## config.mk

```make
export PLATFORM = sky130hd
export DESIGN_NAME = date_pair_day_distance_core
export DESIGN_NICKNAME = d
export VERILOG_FILES = /design/src/dpdd_pkg.sv /design/src/date_pair_day_distance_core.sv /design/src/dpdd_date_conv.sv
export VERILOG_INCLUDE_DIRS = /design/src /design/src/src
export SDC_FILE = /design/constraint.sdc
export NUM_CORES = 2
export LEC_CHECK = 0
export ABC_AREA = 1
export BUFFER_PORTS_ARGS = -buffer_cell sky130_fd_sc_hd__buf_4
export CORE_MARGIN = 5
export CORE_UTILIZATION = 60
export DETAILED_ROUTE_END_ITERATION = 8
export HOLD_SLACK_MARGIN = 0.12
export PLACE_DENSITY_LB_ADDON = 0.1
export SLEW_MARGIN = 0
export SYNTH_ARGS = -nofsm -noshare
export SYNTH_HDL_FRONTEND = slang
export SYNTH_SLANG_ARGS = --single-unit
```

## constraint.sdc

```tcl
create_clock -name i_clk -period 12 [get_ports i_clk]
set_clock_uncertainty 0.15 [all_clocks]
set_input_delay 1.2 -clock i_clk [delete_from_list [all_inputs] [get_ports i_clk]]
set_output_delay 1.2 -clock i_clk [all_outputs]
set_load 0.01 [all_outputs]
```

## src/date_pair_day_distance_core_macros.svh

```systemverilog
// ----------------------------------------------------------------------------
// Assertion macros for the date pair day distance core
// Each macro takes a label, an antecedent, a consequent and a message.
// ----------------------------------------------------------------------------
`ifndef DATE_PAIR_DAY_DISTANCE_CORE_MACROS_SVH
`define DATE_PAIR_DAY_DISTANCE_CORE_MACROS_SVH

// Consequent checked at the same clock edge as the antecedent.
`define DPDD_ASSERT_NOW(name, ante, cons, msg) \
    name: assert property (@(posedge i_clk) disable iff (!i_rst_n) (ante) |-> (cons)) \
        else $error(msg);

// Consequent checked from the next clock edge on.
`define DPDD_ASSERT_NEXT(name, ante, cons, msg) \
    name: assert property (@(posedge i_clk) disable iff (!i_rst_n) (ante) |=> (cons)) \
        else $error(msg);

`endif

```

## src/dpdd_pkg.sv

```systemverilog
// ----------------------------------------------------------------------------
// dpdd_pkg
// Types, widths and calendar tables shared by the day distance core.
// ----------------------------------------------------------------------------
`default_nettype none

package dpdd_pkg;

    localparam int DayW   = 5;
    localparam int MonthW = 4;
    localparam int YearW  = 16;
    localparam int DistW  = 25;
    localparam int BeforeW = 9;

    // year / 4 fits in this many bits
    localparam int QuoW   = YearW - 2;
    localparam int CentW  = 10;

    localparam int YearDays = 365;

    // x / 25 == (x * Div25Mul) >> Div25Shift for every x below 2**QuoW.
    localparam int Div25Mul   = 5243;
    localparam int Div25Shift = 17;
    localparam int ProdW      = QuoW + 13;

    localparam logic [MonthW-1:0] MonthJan = 4'd1;
    localparam logic [MonthW-1:0] MonthFeb = 4'd2;
    localparam logic [MonthW-1:0] MonthDec = 4'd12;

    typedef struct packed {
        logic [DayW-1:0]   day;
        logic [MonthW-1:0] month;
        logic [YearW-1:0]  year;
    } t_date;

    typedef struct packed {
        logic             valid;
        logic [DistW-1:0] number;
    } t_day_info;

    function automatic logic [ProdW-1:0] div25_prod(input logic [QuoW-1:0] x);
        return ProdW'(x) * ProdW'(Div25Mul);
    endfunction

    // Days of all months before the given one; month zero counts none and
    // months above twelve count the whole year.
    function automatic logic [BeforeW-1:0] days_before(input logic [MonthW-1:0] m);
        logic [BeforeW-1:0] d;
        case (m)
            4'd0:    d = 9'd0;
            4'd1:    d = 9'd0;
            4'd2:    d = 9'd31;
            4'd3:    d = 9'd59;
            4'd4:    d = 9'd90;
            4'd5:    d = 9'd120;
            4'd6:    d = 9'd151;
            4'd7:    d = 9'd181;
            4'd8:    d = 9'd212;
            4'd9:    d = 9'd243;
            4'd10:   d = 9'd273;
            4'd11:   d = 9'd304;
            4'd12:   d = 9'd334;
            default: d = 9'd365;
        endcase
        return d;
    endfunction

    function automatic logic [DayW-1:0] month_len(input logic [MonthW-1:0] m,
                                                   input logic leap);
        logic [DayW-1:0] len;
        case (m) inside
            4'd4, 4'd6, 4'd9, 4'd11: len = 5'd30;
            MonthFeb:                len = leap ? 5'd29 : 5'd28;
            default:                 len = 5'd31;
        endcase
        return len;
    endfunction

endpackage

`default_nettype wire

```

## src/date_pair_day_distance_core.sv

```systemverilog
// Pipeline: a result strobes on o_done once the date pair has passed the input
// register, the two conversion stages per date and the result register.
// Throughput: one date pair every cycle; busy is high only during reset and in
// the cycle after it. Results cannot be held off, so nothing stalls the pipeline.
// Reset (synchronous, active low) clears r_target and the pipeline valid flags.
// ----------------------------------------------------------------------------
// date_pair_day_distance_core
// Checks two Gregorian dates and gives the day distance between them and a
// match flag against a configured target distance.
// ----------------------------------------------------------------------------
`default_nettype none

`include "date_pair_day_distance_core_macros.svh"

module date_pair_day_distance_core (
    input  wire                          i_clk,
    input  wire                          i_rst_n,

    input  wire                          start,
    output logic                         busy,
    input  wire [dpdd_pkg::DayW-1:0]     i_day_a,
    input  wire [dpdd_pkg::MonthW-1:0]   i_month_a,
    input  wire [dpdd_pkg::YearW-1:0]    i_year_a,
    input  wire [dpdd_pkg::DayW-1:0]     i_day_b,
    input  wire [dpdd_pkg::MonthW-1:0]   i_month_b,
    input  wire [dpdd_pkg::YearW-1:0]    i_year_b,

    input  wire                          i_cfg_valid,
    output logic                         o_cfg_ready,
    input  wire [dpdd_pkg::DistW-1:0]    i_cfg_data,

    output logic                         o_done,
    output logic                         o_valid_a,
    output logic                         o_valid_b,
    output logic [dpdd_pkg::DistW-1:0]   o_day_distance,
    output logic                         o_is_match
);

    logic                       r_ready;
    logic [dpdd_pkg::DistW-1:0] r_target;

    logic                       accept;
    dpdd_pkg::t_date            r_date_a;
    dpdd_pkg::t_date            r_date_b;
    logic                       r_in_vld;
    logic                       r_p1_vld;
    logic                       r_p2_vld;

    dpdd_pkg::t_day_info        info_a;
    dpdd_pkg::t_day_info        info_b;

    logic [dpdd_pkg::DistW-1:0] n_dist;
    logic                       n_match;

    logic                       r_done;
    logic                       r_valid_a;
    logic                       r_valid_b;
    logic [dpdd_pkg::DistW-1:0] r_dist;
    logic                       r_match;

    assign busy        = !r_ready;
    assign o_cfg_ready = r_ready;
    assign accept      = start && r_ready;

    always_ff @(posedge i_clk) begin
        if (!i_rst_n) begin
            r_ready  <= 1'b0;
            r_target <= '0;
        end else begin
            r_ready <= 1'b1;
            if (i_cfg_valid && r_ready) begin
                r_target <= i_cfg_data;
            end
        end
    end

    always_ff @(posedge i_clk) begin
        if (!i_rst_n) begin
            r_in_vld <= 1'b0;
            r_p1_vld <= 1'b0;
            r_p2_vld <= 1'b0;
            r_done   <= 1'b0;
        end else begin
            r_in_vld <= accept;
            r_p1_vld <= r_in_vld;
            r_p2_vld <= r_p1_vld;
            r_done   <= r_p2_vld;
        end
    end

    always_ff @(posedge i_clk) begin
        if (accept) begin
            r_date_a <= {i_day_a, i_month_a, i_year_a};
            r_date_b <= {i_day_b, i_month_b, i_year_b};
        end
    end

    dpdd_date_conv u_conv_a (
        .i_clk  (i_clk),
        .i_date (r_date_a),
        .o_info (info_a)
    );

    dpdd_date_conv u_conv_b (
        .i_clk  (i_clk),
        .i_date (r_date_b),
        .o_info (info_b)
    );

    always_comb begin
        if (info_a.number >= info_b.number) begin
            n_dist = info_a.number - info_b.number;
        end else begin
            n_dist = info_b.number - info_a.number;
        end
        n_match = info_a.valid && info_b.valid && (n_dist == r_target);
    end

    always_ff @(posedge i_clk) begin
        r_valid_a <= info_a.valid;
        r_valid_b <= info_b.valid;
        r_dist    <= n_dist;
        r_match   <= n_match;
    end

    assign o_done         = r_done;
    assign o_valid_a      = r_valid_a;
    assign o_valid_b      = r_valid_b;
    assign o_day_distance = r_dist;
    assign o_is_match     = r_match;

    `DPDD_ASSERT_NEXT(a_word_to_result, start && !busy, ##3 o_done, "accepted word gave no result")
    `DPDD_ASSERT_NOW(a_result_has_word, o_done, $past(start && !busy, 4), "result without a word")
    `DPDD_ASSERT_NOW(a_match_needs_valid, o_done && o_is_match, o_valid_a && o_valid_b, "match on invalid date")

endmodule

`default_nettype wire

```

## src/dpdd_date_conv.sv

```systemverilog
// ----------------------------------------------------------------------------
// dpdd_date_conv
// Two-stage date check and day number conversion for one date.
// ----------------------------------------------------------------------------
`default_nettype none

module dpdd_date_conv (
    input  wire                 i_clk,
    input  dpdd_pkg::t_date     i_date,
    output dpdd_pkg::t_day_info o_info
);

    logic [dpdd_pkg::YearW-1:0]   g_year;
    logic [dpdd_pkg::ProdW-1:0]   py4;
    logic [dpdd_pkg::ProdW-1:0]   py16;
    logic [dpdd_pkg::ProdW-1:0]   pg4;
    logic [dpdd_pkg::ProdW-1:0]   pg16;
    logic                         div100;
    logic                         div400;
    logic                         leap;
    logic                         n_valid;

    logic [dpdd_pkg::QuoW-1:0]    r_q4;
    logic [dpdd_pkg::CentW-1:0]   r_q100;
    logic [dpdd_pkg::CentW-1:0]   r_q400;
    logic [dpdd_pkg::DistW-1:0]   r_y365;
    logic [dpdd_pkg::BeforeW-1:0] r_before;
    logic [dpdd_pkg::DayW-1:0]    r_day;
    logic                         r_valid;

    logic [dpdd_pkg::QuoW-1:0]    leaps;
    logic [dpdd_pkg::DistW-1:0]   n_number;
    dpdd_pkg::t_day_info          r_info;

    // Stage 1: divisions by 4, 100 and 400 and the validity check.
    always_comb begin
        py4  = dpdd_pkg::div25_prod(i_date.year[dpdd_pkg::YearW-1:2]);
        py16 = dpdd_pkg::div25_prod({2'b00, i_date.year[dpdd_pkg::YearW-1:4]});

        // The low product bits stay below the multiplier exactly when the
        // operand is a multiple of 25.
        div100 = (i_date.year[1:0] == 2'b00) &&
                 (py4[dpdd_pkg::Div25Shift-1:0] < dpdd_pkg::Div25Shift'(dpdd_pkg::Div25Mul));
        div400 = (i_date.year[3:0] == 4'b0000) &&
                 (py16[dpdd_pkg::Div25Shift-1:0] < dpdd_pkg::Div25Shift'(dpdd_pkg::Div25Mul));
        leap   = (i_date.year[1:0] == 2'b00) && (!div100 || div400);

        n_valid = (i_date.year != '0) && (i_date.day != '0) &&
                  (i_date.month >= dpdd_pkg::MonthJan) &&
                  (i_date.month <= dpdd_pkg::MonthDec) &&
                  (i_date.day <= dpdd_pkg::month_len(i_date.month, leap));

        // January, February and month zero count leap days through the year
        // before; year zero there has none.
        if (i_date.month <= dpdd_pkg::MonthFeb) begin
            g_year = (i_date.year == '0) ? '0 : i_date.year - 16'd1;
        end else begin
            g_year = i_date.year;
        end
        pg4  = dpdd_pkg::div25_prod(g_year[dpdd_pkg::YearW-1:2]);
        pg16 = dpdd_pkg::div25_prod({2'b00, g_year[dpdd_pkg::YearW-1:4]});
    end

    always_ff @(posedge i_clk) begin
        r_q4     <= g_year[dpdd_pkg::YearW-1:2];
        r_q100   <= pg4[dpdd_pkg::Div25Shift +: dpdd_pkg::CentW];
        r_q400   <= pg16[dpdd_pkg::Div25Shift +: dpdd_pkg::CentW];
        r_y365   <= dpdd_pkg::DistW'(i_date.year) * dpdd_pkg::DistW'(dpdd_pkg::YearDays);
        r_before <= dpdd_pkg::days_before(i_date.month);
        r_day    <= i_date.day;
        r_valid  <= n_valid;
    end

    // Stage 2: sum up the day number.
    always_comb begin
        leaps    = r_q4 - dpdd_pkg::QuoW'(r_q100) + dpdd_pkg::QuoW'(r_q400);
        n_number = r_y365 + dpdd_pkg::DistW'(r_before) + dpdd_pkg::DistW'(r_day) +
                   dpdd_pkg::DistW'(leaps);
    end

    always_ff @(posedge i_clk) begin
        r_info.valid  <= r_valid;
        r_info.number <= n_number;
    end

    assign o_info = r_info;

endmodule

`default_nettype wire
```

## Yosys cells after proc, flatten, opt, wreduce, memory -nomap -nowiden

Memory sizes are Yosys's and may differ from the RTL's. A register that Yosys moved wholly into a read port is not among the register bits.
Index checks and enable logic that the tools add are counted.

| cells by class | value |
|---|---|
| $add $sub $neg | 14 |
| multiply operators | 10 |
| divide/modulo/power cells | 0 |
| order comparisons | 13 |
| equal/unequal tests | 11 |
| shifts and indexed selects | 0 |
| muxes and demuxes | 12 |
| bitwise logic cells | 0 |
| reductions and logical operators | 35 |

Operators with widths:

| cell | number |
|---|---|
| < comparator 17 x 13 -> 1 bit (second input constant) | 4 |
| 2-to-1 mux 16 bit | 4 |
| multiplier 14 x 13 -> 27 bit (second input constant) | 2 |
| adder 25 x 14 -> 25 bit | 2 |
| adder 25 x 5 -> 25 bit | 2 |
| adder 25 x 9 -> 25 bit | 2 |
| multiplier 12 x 13 -> 25 bit (second input constant) | 2 |
| multiplier 16 x 9 -> 25 bit (second input constant) | 2 |
| subtractor 25 bit | 2 |
| multiplier 12 x 13 -> 17 bit (second input constant) | 2 |
| multiplier 14 x 13 -> 17 bit (second input constant) | 2 |
| logical NOT 16 bit | 2 |
| nonzero test 16 bit | 2 |
| subtractor 16 x 1 -> 16 bit (second input constant) | 2 |
| adder 14 x 8 -> 14 bit | 2 |
| subtractor 14 x 10 -> 14 bit | 2 |
| == test 25 bit | 1 |
| greater-or-equal comparator 25 bit | 1 |
| 2-to-1 mux 25 bit | 1 |
| 2-to-1 mux 5 bit | 4 |
| logical AND 1 bit | 18 |
| == test 4 x 3 -> 1 bit (second input constant) | 4 |
| == test 4 bit (second input constant) | 4 |
| <= comparator 5 bit | 2 |
| other kinds (11) | 24 |

| storage, ports and cells | value |
|---|---|
| bits in registers | 286 |
| bits in latches | 0 |
| memory bits (writable) | 0 |
| memory bits (read-only) | 288 |
| input bits | 79 |
| word-level logic and storage cells | 129 |
| memories kept | 2 |

Memories:

| name | depth | width | rd ports | clocked after Yosys merged registers in | wr ports | line | text |
|---|---|---|---|---|---|---|---|
| (no name shown) | 16 | 9 | 1 | 1 | 0 | dpdd_pkg.sv:49 | `case (m)` |
| (no name shown) | 16 | 9 | 1 | 1 | 0 | dpdd_pkg.sv:49 |  |

## Longest topological paths before layout

| depth | value |
|---|---|
| depth after elaboration | 11 |
| gate-level depth with buffers | 37 |

## By module

Synthesis repeated with hierarchy kept, for this count alone.

| second synthesis, totals | value |
|---|---|
| cell total of the unflattened synthesis | 5538 |
| area total of the unflattened synthesis | 45194.6 µm² |

By module, submodules not included:

| module | times used | cells each | area each (µm²) |
|---|---|---|---|
| dpdd_date_conv (u_conv_b) | 1 | 2201 | 18734.2 |
| dpdd_date_conv (u_conv_a) | 1 | 2166 | 18720.5 |
| date_pair_day_distance_core | 1 | 1171 | 7739.9 |

## Worst setup path before layout

OpenSTA, ideal clock, no wires.

| timing path | value |
|---|---|
| path type | register to register |
| start | register r_date_b[4] in the netlist's numbering |
| end | register u_conv_b.r_q400[6] in the netlist's numbering |
| setup time | 0.072 ns |
| data arrival time | 6.294 ns |
| required time | 11.778 ns |
| path slack | 5.484 ns |
| stages on the path, launching flop included | 29 |
| path buffers | 0 |
| clock period less this slack | 6.516 ns |
| cells stage by stage | edfxtp_1 inv_1 ha_1 nand3_1 inv_1 nand2_1 nand2_1 nand2_1 nand2_1 nand2_1 nor2_1 inv_1 nand2_1 nor3b_1 fa_1 fa_1 inv_1 fa_1 fa_1 inv_1 fa_1 ha_1 a21oi_1 o21ai_0 o21ai_0 nand3_1 a21o_1 a21oi_1 xnor2_1 |

| between the ends | value |
|---|---|
| cells in the longest elaborated chain, start to end | 4 |
| elaborated cells on any way between the ends | 5 |
| those cells by class | add/sub: 1; mul: 1; mux: 2; reduce/logical: 1 |

Ends and longest elaborated chain:

| what | line | text |
|---|---|---|
| start, declared | date_pair_day_distance_core.sv:44 | `dpdd_pkg::t_date r_date_b;` |
| start signal, assigned | date_pair_day_distance_core.sv:94 | `r_date_b <= {i_day_b, i_month_b, i_year_b};` |
| subtractor 16 x 1 -> 16 bit or logical NOT 16 bit (tied branches) | dpdd_date_conv.sv:56 | `g_year = (i_date.year == '0) ? '0 : i_date.year - 16'd1;` |
| 2-to-1 mux 16 bit * | dpdd_date_conv.sv:56 |  |
| 2-to-1 mux 16 bit * | dpdd_date_conv.sv:55 | `if (i_date.month <= dpdd_pkg::MonthFeb) begin` |
| named net u_conv_b.g_year, one bit | dpdd_date_conv.sv:13 | `logic [dpdd_pkg::YearW-1:0] g_year;` |
| multiplier 12 x 13 -> 25 bit * | dpdd_pkg.sv:42 | `return ProdW'(x) * ProdW'(Div25Mul);` |
| named net u_conv_b.pg16, one bit | dpdd_date_conv.sv:17 | `logic [dpdd_pkg::ProdW-1:0] pg16;` |
| end signal, assigned | dpdd_date_conv.sv:67 | `r_q400 <= pg16[dpdd_pkg::Div25Shift +: dpdd_pkg::CentW];` |
| end, declared | dpdd_date_conv.sv:25 | `logic [dpdd_pkg::CentW-1:0] r_q400;` |

Mark *: on every way through the listed nets, which the timed path passes. The rest lies on a longest branch.
A chain may end at the register's enable or synchronous reset.

## Final worst setup path

| timing path | value |
|---|---|
| start | register r_date_b[3] in the netlist's numbering |
| end | register u_conv_b.r_q400[6] in the netlist's numbering |

The elaborated chain is that of the path after synthesis.

==> impl_summary.log <==
INFO  metric outcome = finished, final reports clean
INFO  metric synth_area_leader_cell = sky130_fd_sc_hd__fa_1
INFO  metric vias = 33,400
INFO  metric layout-drive-gt1-share = 0.0437
INFO  metric first_global_vias = 34,600
INFO  metric clock_buffer_depth = 3
INFO  metric antenna_found_initial = 2
INFO  metric syn_area = 44,200 µm²
INFO  metric cts_clk_pin_slew_worst_paths = 0.06 ns
INFO  metric synth_flop_cell = sky130_fd_sc_hd__dfxtp_1
INFO  metric layout-area-overhead-vs-synth = 7.54%
INFO  metric tritoncts_clock_tree = done
INFO  metric clock_sinks = 304
INFO  metric slew-limit-headroom = 0.253
INFO  metric ctsHoldBuffers = 0
INFO  metric synthesis.yosys.warnings = 0
INFO  metric drcViolationCount = 0
INFO  metric placement_rows = 99
INFO  metric initial_drt_markers = 1,779
INFO  metric synth-seq-cells = 304
INFO  metric syn_area_per_cell = 8.23 µm²
INFO  metric timing.final.crit_period = 7.69 ns
INFO  metric hold_class = reg2reg
INFO  metric grt_setup_unrepaired = no
INFO  metric timing.critical_path.fanout_max = 8
INFO  metric cts.htree.levels = 2
INFO  metric post_cts_buffers = 0
INFO  metric die_height = 281 µm
INFO  metric worst_skew_pair.late_latency = 0.58 ns
INFO  metric drv_slew = 0
INFO  metric design.core.area = 73,000 µm²
INFO  metric fin_crit_sh = 0.641
INFO  metric hold_slack = 0.153 ns
INFO  metric detail_route.first_pass.iterations = 7
INFO  metric nNetsFinal = 6,931
INFO  metric viasPerCell = 5.14
INFO  metric yosys.cell_types.count = 58
INFO  metric critPathCaptureType = flip-flop
INFO  metric synth_top_cell_area_share = 0.241
INFO  metric path_class = reg2reg
INFO  metric post_synth_main_area_contributors = sky130_fd_sc_hd__fa_1 24%, sky130_fd_sc_hd__ha_1 23%, sky130_fd_sc_hd__inv_1 12%
INFO  metric post_place_worst_slack = 4.39 ns
INFO  metric synthesis.instances = 5,370
INFO  metric worst_setup_path_start_kind = flip-flop
INFO  metric yosysMostFrequentCell = sky130_fd_sc_hd__inv_1
INFO  metric number_of_endpoints_with_negative_hold_slack_in_the_final_report = 0
INFO  metric grt_max_degree = 51
INFO  metric total_detailed_routing_wirelength = 108,000 µm
INFO  metric post_synth_edffs = 50
INFO  metric die_width = 281 µm
INFO  metric wp_data_required = 12.34 ns
INFO  metric initial_utilization = 0.606
INFO  metric portBuffers = 109
INFO  metric totalNegativeSetupSlack = 0 ns
INFO  metric setup-violations-final = 0
INFO  metric maxClockFrequency = 130 MHz
INFO  metric fin_ws = 4.31 ns
INFO  metric antenna_violating_nets_post_route = 0
INFO  metric place.gp.congestion = 0.970
INFO  metric tightestPinTransition = 1.11 ns
INFO  metric detailedPlacementHpwl = 93,900 µm
INFO  metric seq_area_frac_synth = 0.149
INFO  metric die_area = 79,200 µm²
INFO  metric mappedNetlistNets = 6,790
INFO  metric cts-resized-gates = 0
INFO  metric drv.max_cap_violation_count = 0
INFO  metric synth-async-reset-ratio = 0
INFO  metric groute.usage.overall = 0.278
INFO  metric synth_top_cells_by_count = 1,468 x sky130_fd_sc_hd__inv_1, 867 x sky130_fd_sc_hd__nand2_1, 808 x sky130_fd_sc_hd__ha_1
INFO  metric wire_length_of_the_first_global_routing_pass = 177,000 µm
INFO  metric cts_buffers = 39
INFO  metric ios = 110
INFO  metric routed_length_per_instance = 16.5 µm
INFO  metric root_buffer = sky130_fd_sc_hd__clkbuf_16
INFO  metric worstPathArrival = 8.03 ns
INFO  metric grt-ovfl-total = 0
## path summary, 6_finish.rpt
path	start	to	slack, ns	depth (start not counted)
worst max-delay path	r_date_b[3]	u_conv_b.r_q400[6]	4.31	24
worst min-delay path	u_conv_a.r_valid	u_conv_a.o_info[25]	0.15	0
worst max register to register	r_date_b[3]	u_conv_b.r_q400[6]	4.31	24
worst min register to register	u_conv_a.r_valid	u_conv_a.o_info[25]	0.15	0
## through the flow
stage                util  cell area, µm²  cells
detailed placement  0.633           46200   6429
CTS                 0.652           47500   6500
floorplan               -           44200   5370
global route        0.652           47500   6501
finish              0.652           47500   6501
global placement    0.633           46200   6429
## state kept, by name (all words and copies together), names as in the netlist, 10 cells and up
signal	cells
o_day_distance	25
u_conv_a.o_info	26
u_conv_a.r_q100	10
u_conv_b.r_q100	10
u_conv_b.r_q4	14
r_target	25
r_date_a	25
u_conv_b.o_info	26
u_conv_a.r_y365	25
u_conv_a.r_q4	14
u_conv_b.r_y365	25
r_date_b	25
## final cells by class
class | count | area (µm²)
fill | 6427 | 25400
timing repair buffer | 119 | 893
antenna | 1 | 2.50
clock inverter | 23 | 255
clock buffer | 48 | 1100
tap | 959 | 1200
inverter | 1478 | 5550
multi-input combinational | 3569 | 32000
sequential | 304 | 6590
## layer usage
metal | wire [µm] | vias to the layer above | share of wire | GRT usage
li1 | - | 16800 | - | -
met1 | 48700 | 15800 | 0.45 | 0.377
met2 | 49600 | 723 | 0.46 | 0.466
met3 | 5820 | 160 | 0.054 | 0.0434
met4 | 3350 | 0 | 0.031 | 0.0790
met5 | 0 | - | 0 | 0
## worst max-delay path, stage by stage, from the launching register on
cell and delay, ns:
sky130_fd_sc_hd__edfxtp_1 0.61, sky130_fd_sc_hd__inv_1 0.30, sky130_fd_sc_hd__ha_1 0.19, sky130_fd_sc_hd__inv_1 0.06, sky130_fd_sc_hd__nor2_1 0.36, sky130_fd_sc_hd__nand4_1 0.42, sky130_fd_sc_hd__nor2_1 0.50, sky130_fd_sc_hd__inv_1 0.26
sky130_fd_sc_hd__nand3_1 0.33, sky130_fd_sc_hd__inv_1 0.28, sky130_fd_sc_hd__fa_1 0.56, sky130_fd_sc_hd__fa_1 0.56, sky130_fd_sc_hd__inv_1 0.05, sky130_fd_sc_hd__fa_1 0.47, sky130_fd_sc_hd__fa_1 0.50, sky130_fd_sc_hd__inv_1 0.05
sky130_fd_sc_hd__fa_1 0.45, sky130_fd_sc_hd__ha_1 0.33, sky130_fd_sc_hd__a21oi_1 0.12, sky130_fd_sc_hd__o21ai_0 0.13, sky130_fd_sc_hd__o21ai_0 0.19, sky130_fd_sc_hd__nand3_1 0.19, sky130_fd_sc_hd__a21o_1 0.25, sky130_fd_sc_hd__a21oi_1 0.17
sky130_fd_sc_hd__xnor2_1 0.13
## placed cells by master (no fill, tap or decap), drive strengths merged, types with 3 or more instances in the layout
cell type | Yosys | layout
inv | 1474 | 1478
nand2 | 883 | 883
ha | 808 | 808
fa | 533 | 533
nor2 | 295 | 295
dfxtp | 254 | 254
a21oi | 249 | 249
nand3 | 183 | 183
xor2 | 145 | 145
o21ai | 137 | 137
buf | 10 | 119
xnor2 | 82 | 82
nand4 | 65 | 65
edfxtp | 50 | 50
clkbuf | 9 | 48
nor3 | 36 | 36
o21bai | 29 | 29
clkinv | 4 | 19
a21o | 16 | 16
a211oi | 14 | 14
nand3b | 14 | 14
a31oi | 13 | 13
o211ai | 12 | 12
or2 | 8 | 8
nor4 | 8 | 8
o21a | 7 | 7
a21boi | 7 | 7
o31ai | 3 | 3
a22oi | 3 | 3
bufinv | 0 | 3
nor3b | 3 | 3
## logic make-up after synthesis
logic type               Yosys count  synth area share
AO/OA/AOI/OAI                    501            0.0636
buffers and inverters           1497             0.129
flip-flops                       304             0.149
XOR/XNOR                         227            0.0451
adder cells (fa/ha/maj)         1341             0.470
AND/OR/NAND/NOR                 1500             0.144
Power is not shown: default switching activity piles up to over one toggle a cycle in this logic, so the estimate is an artifact.
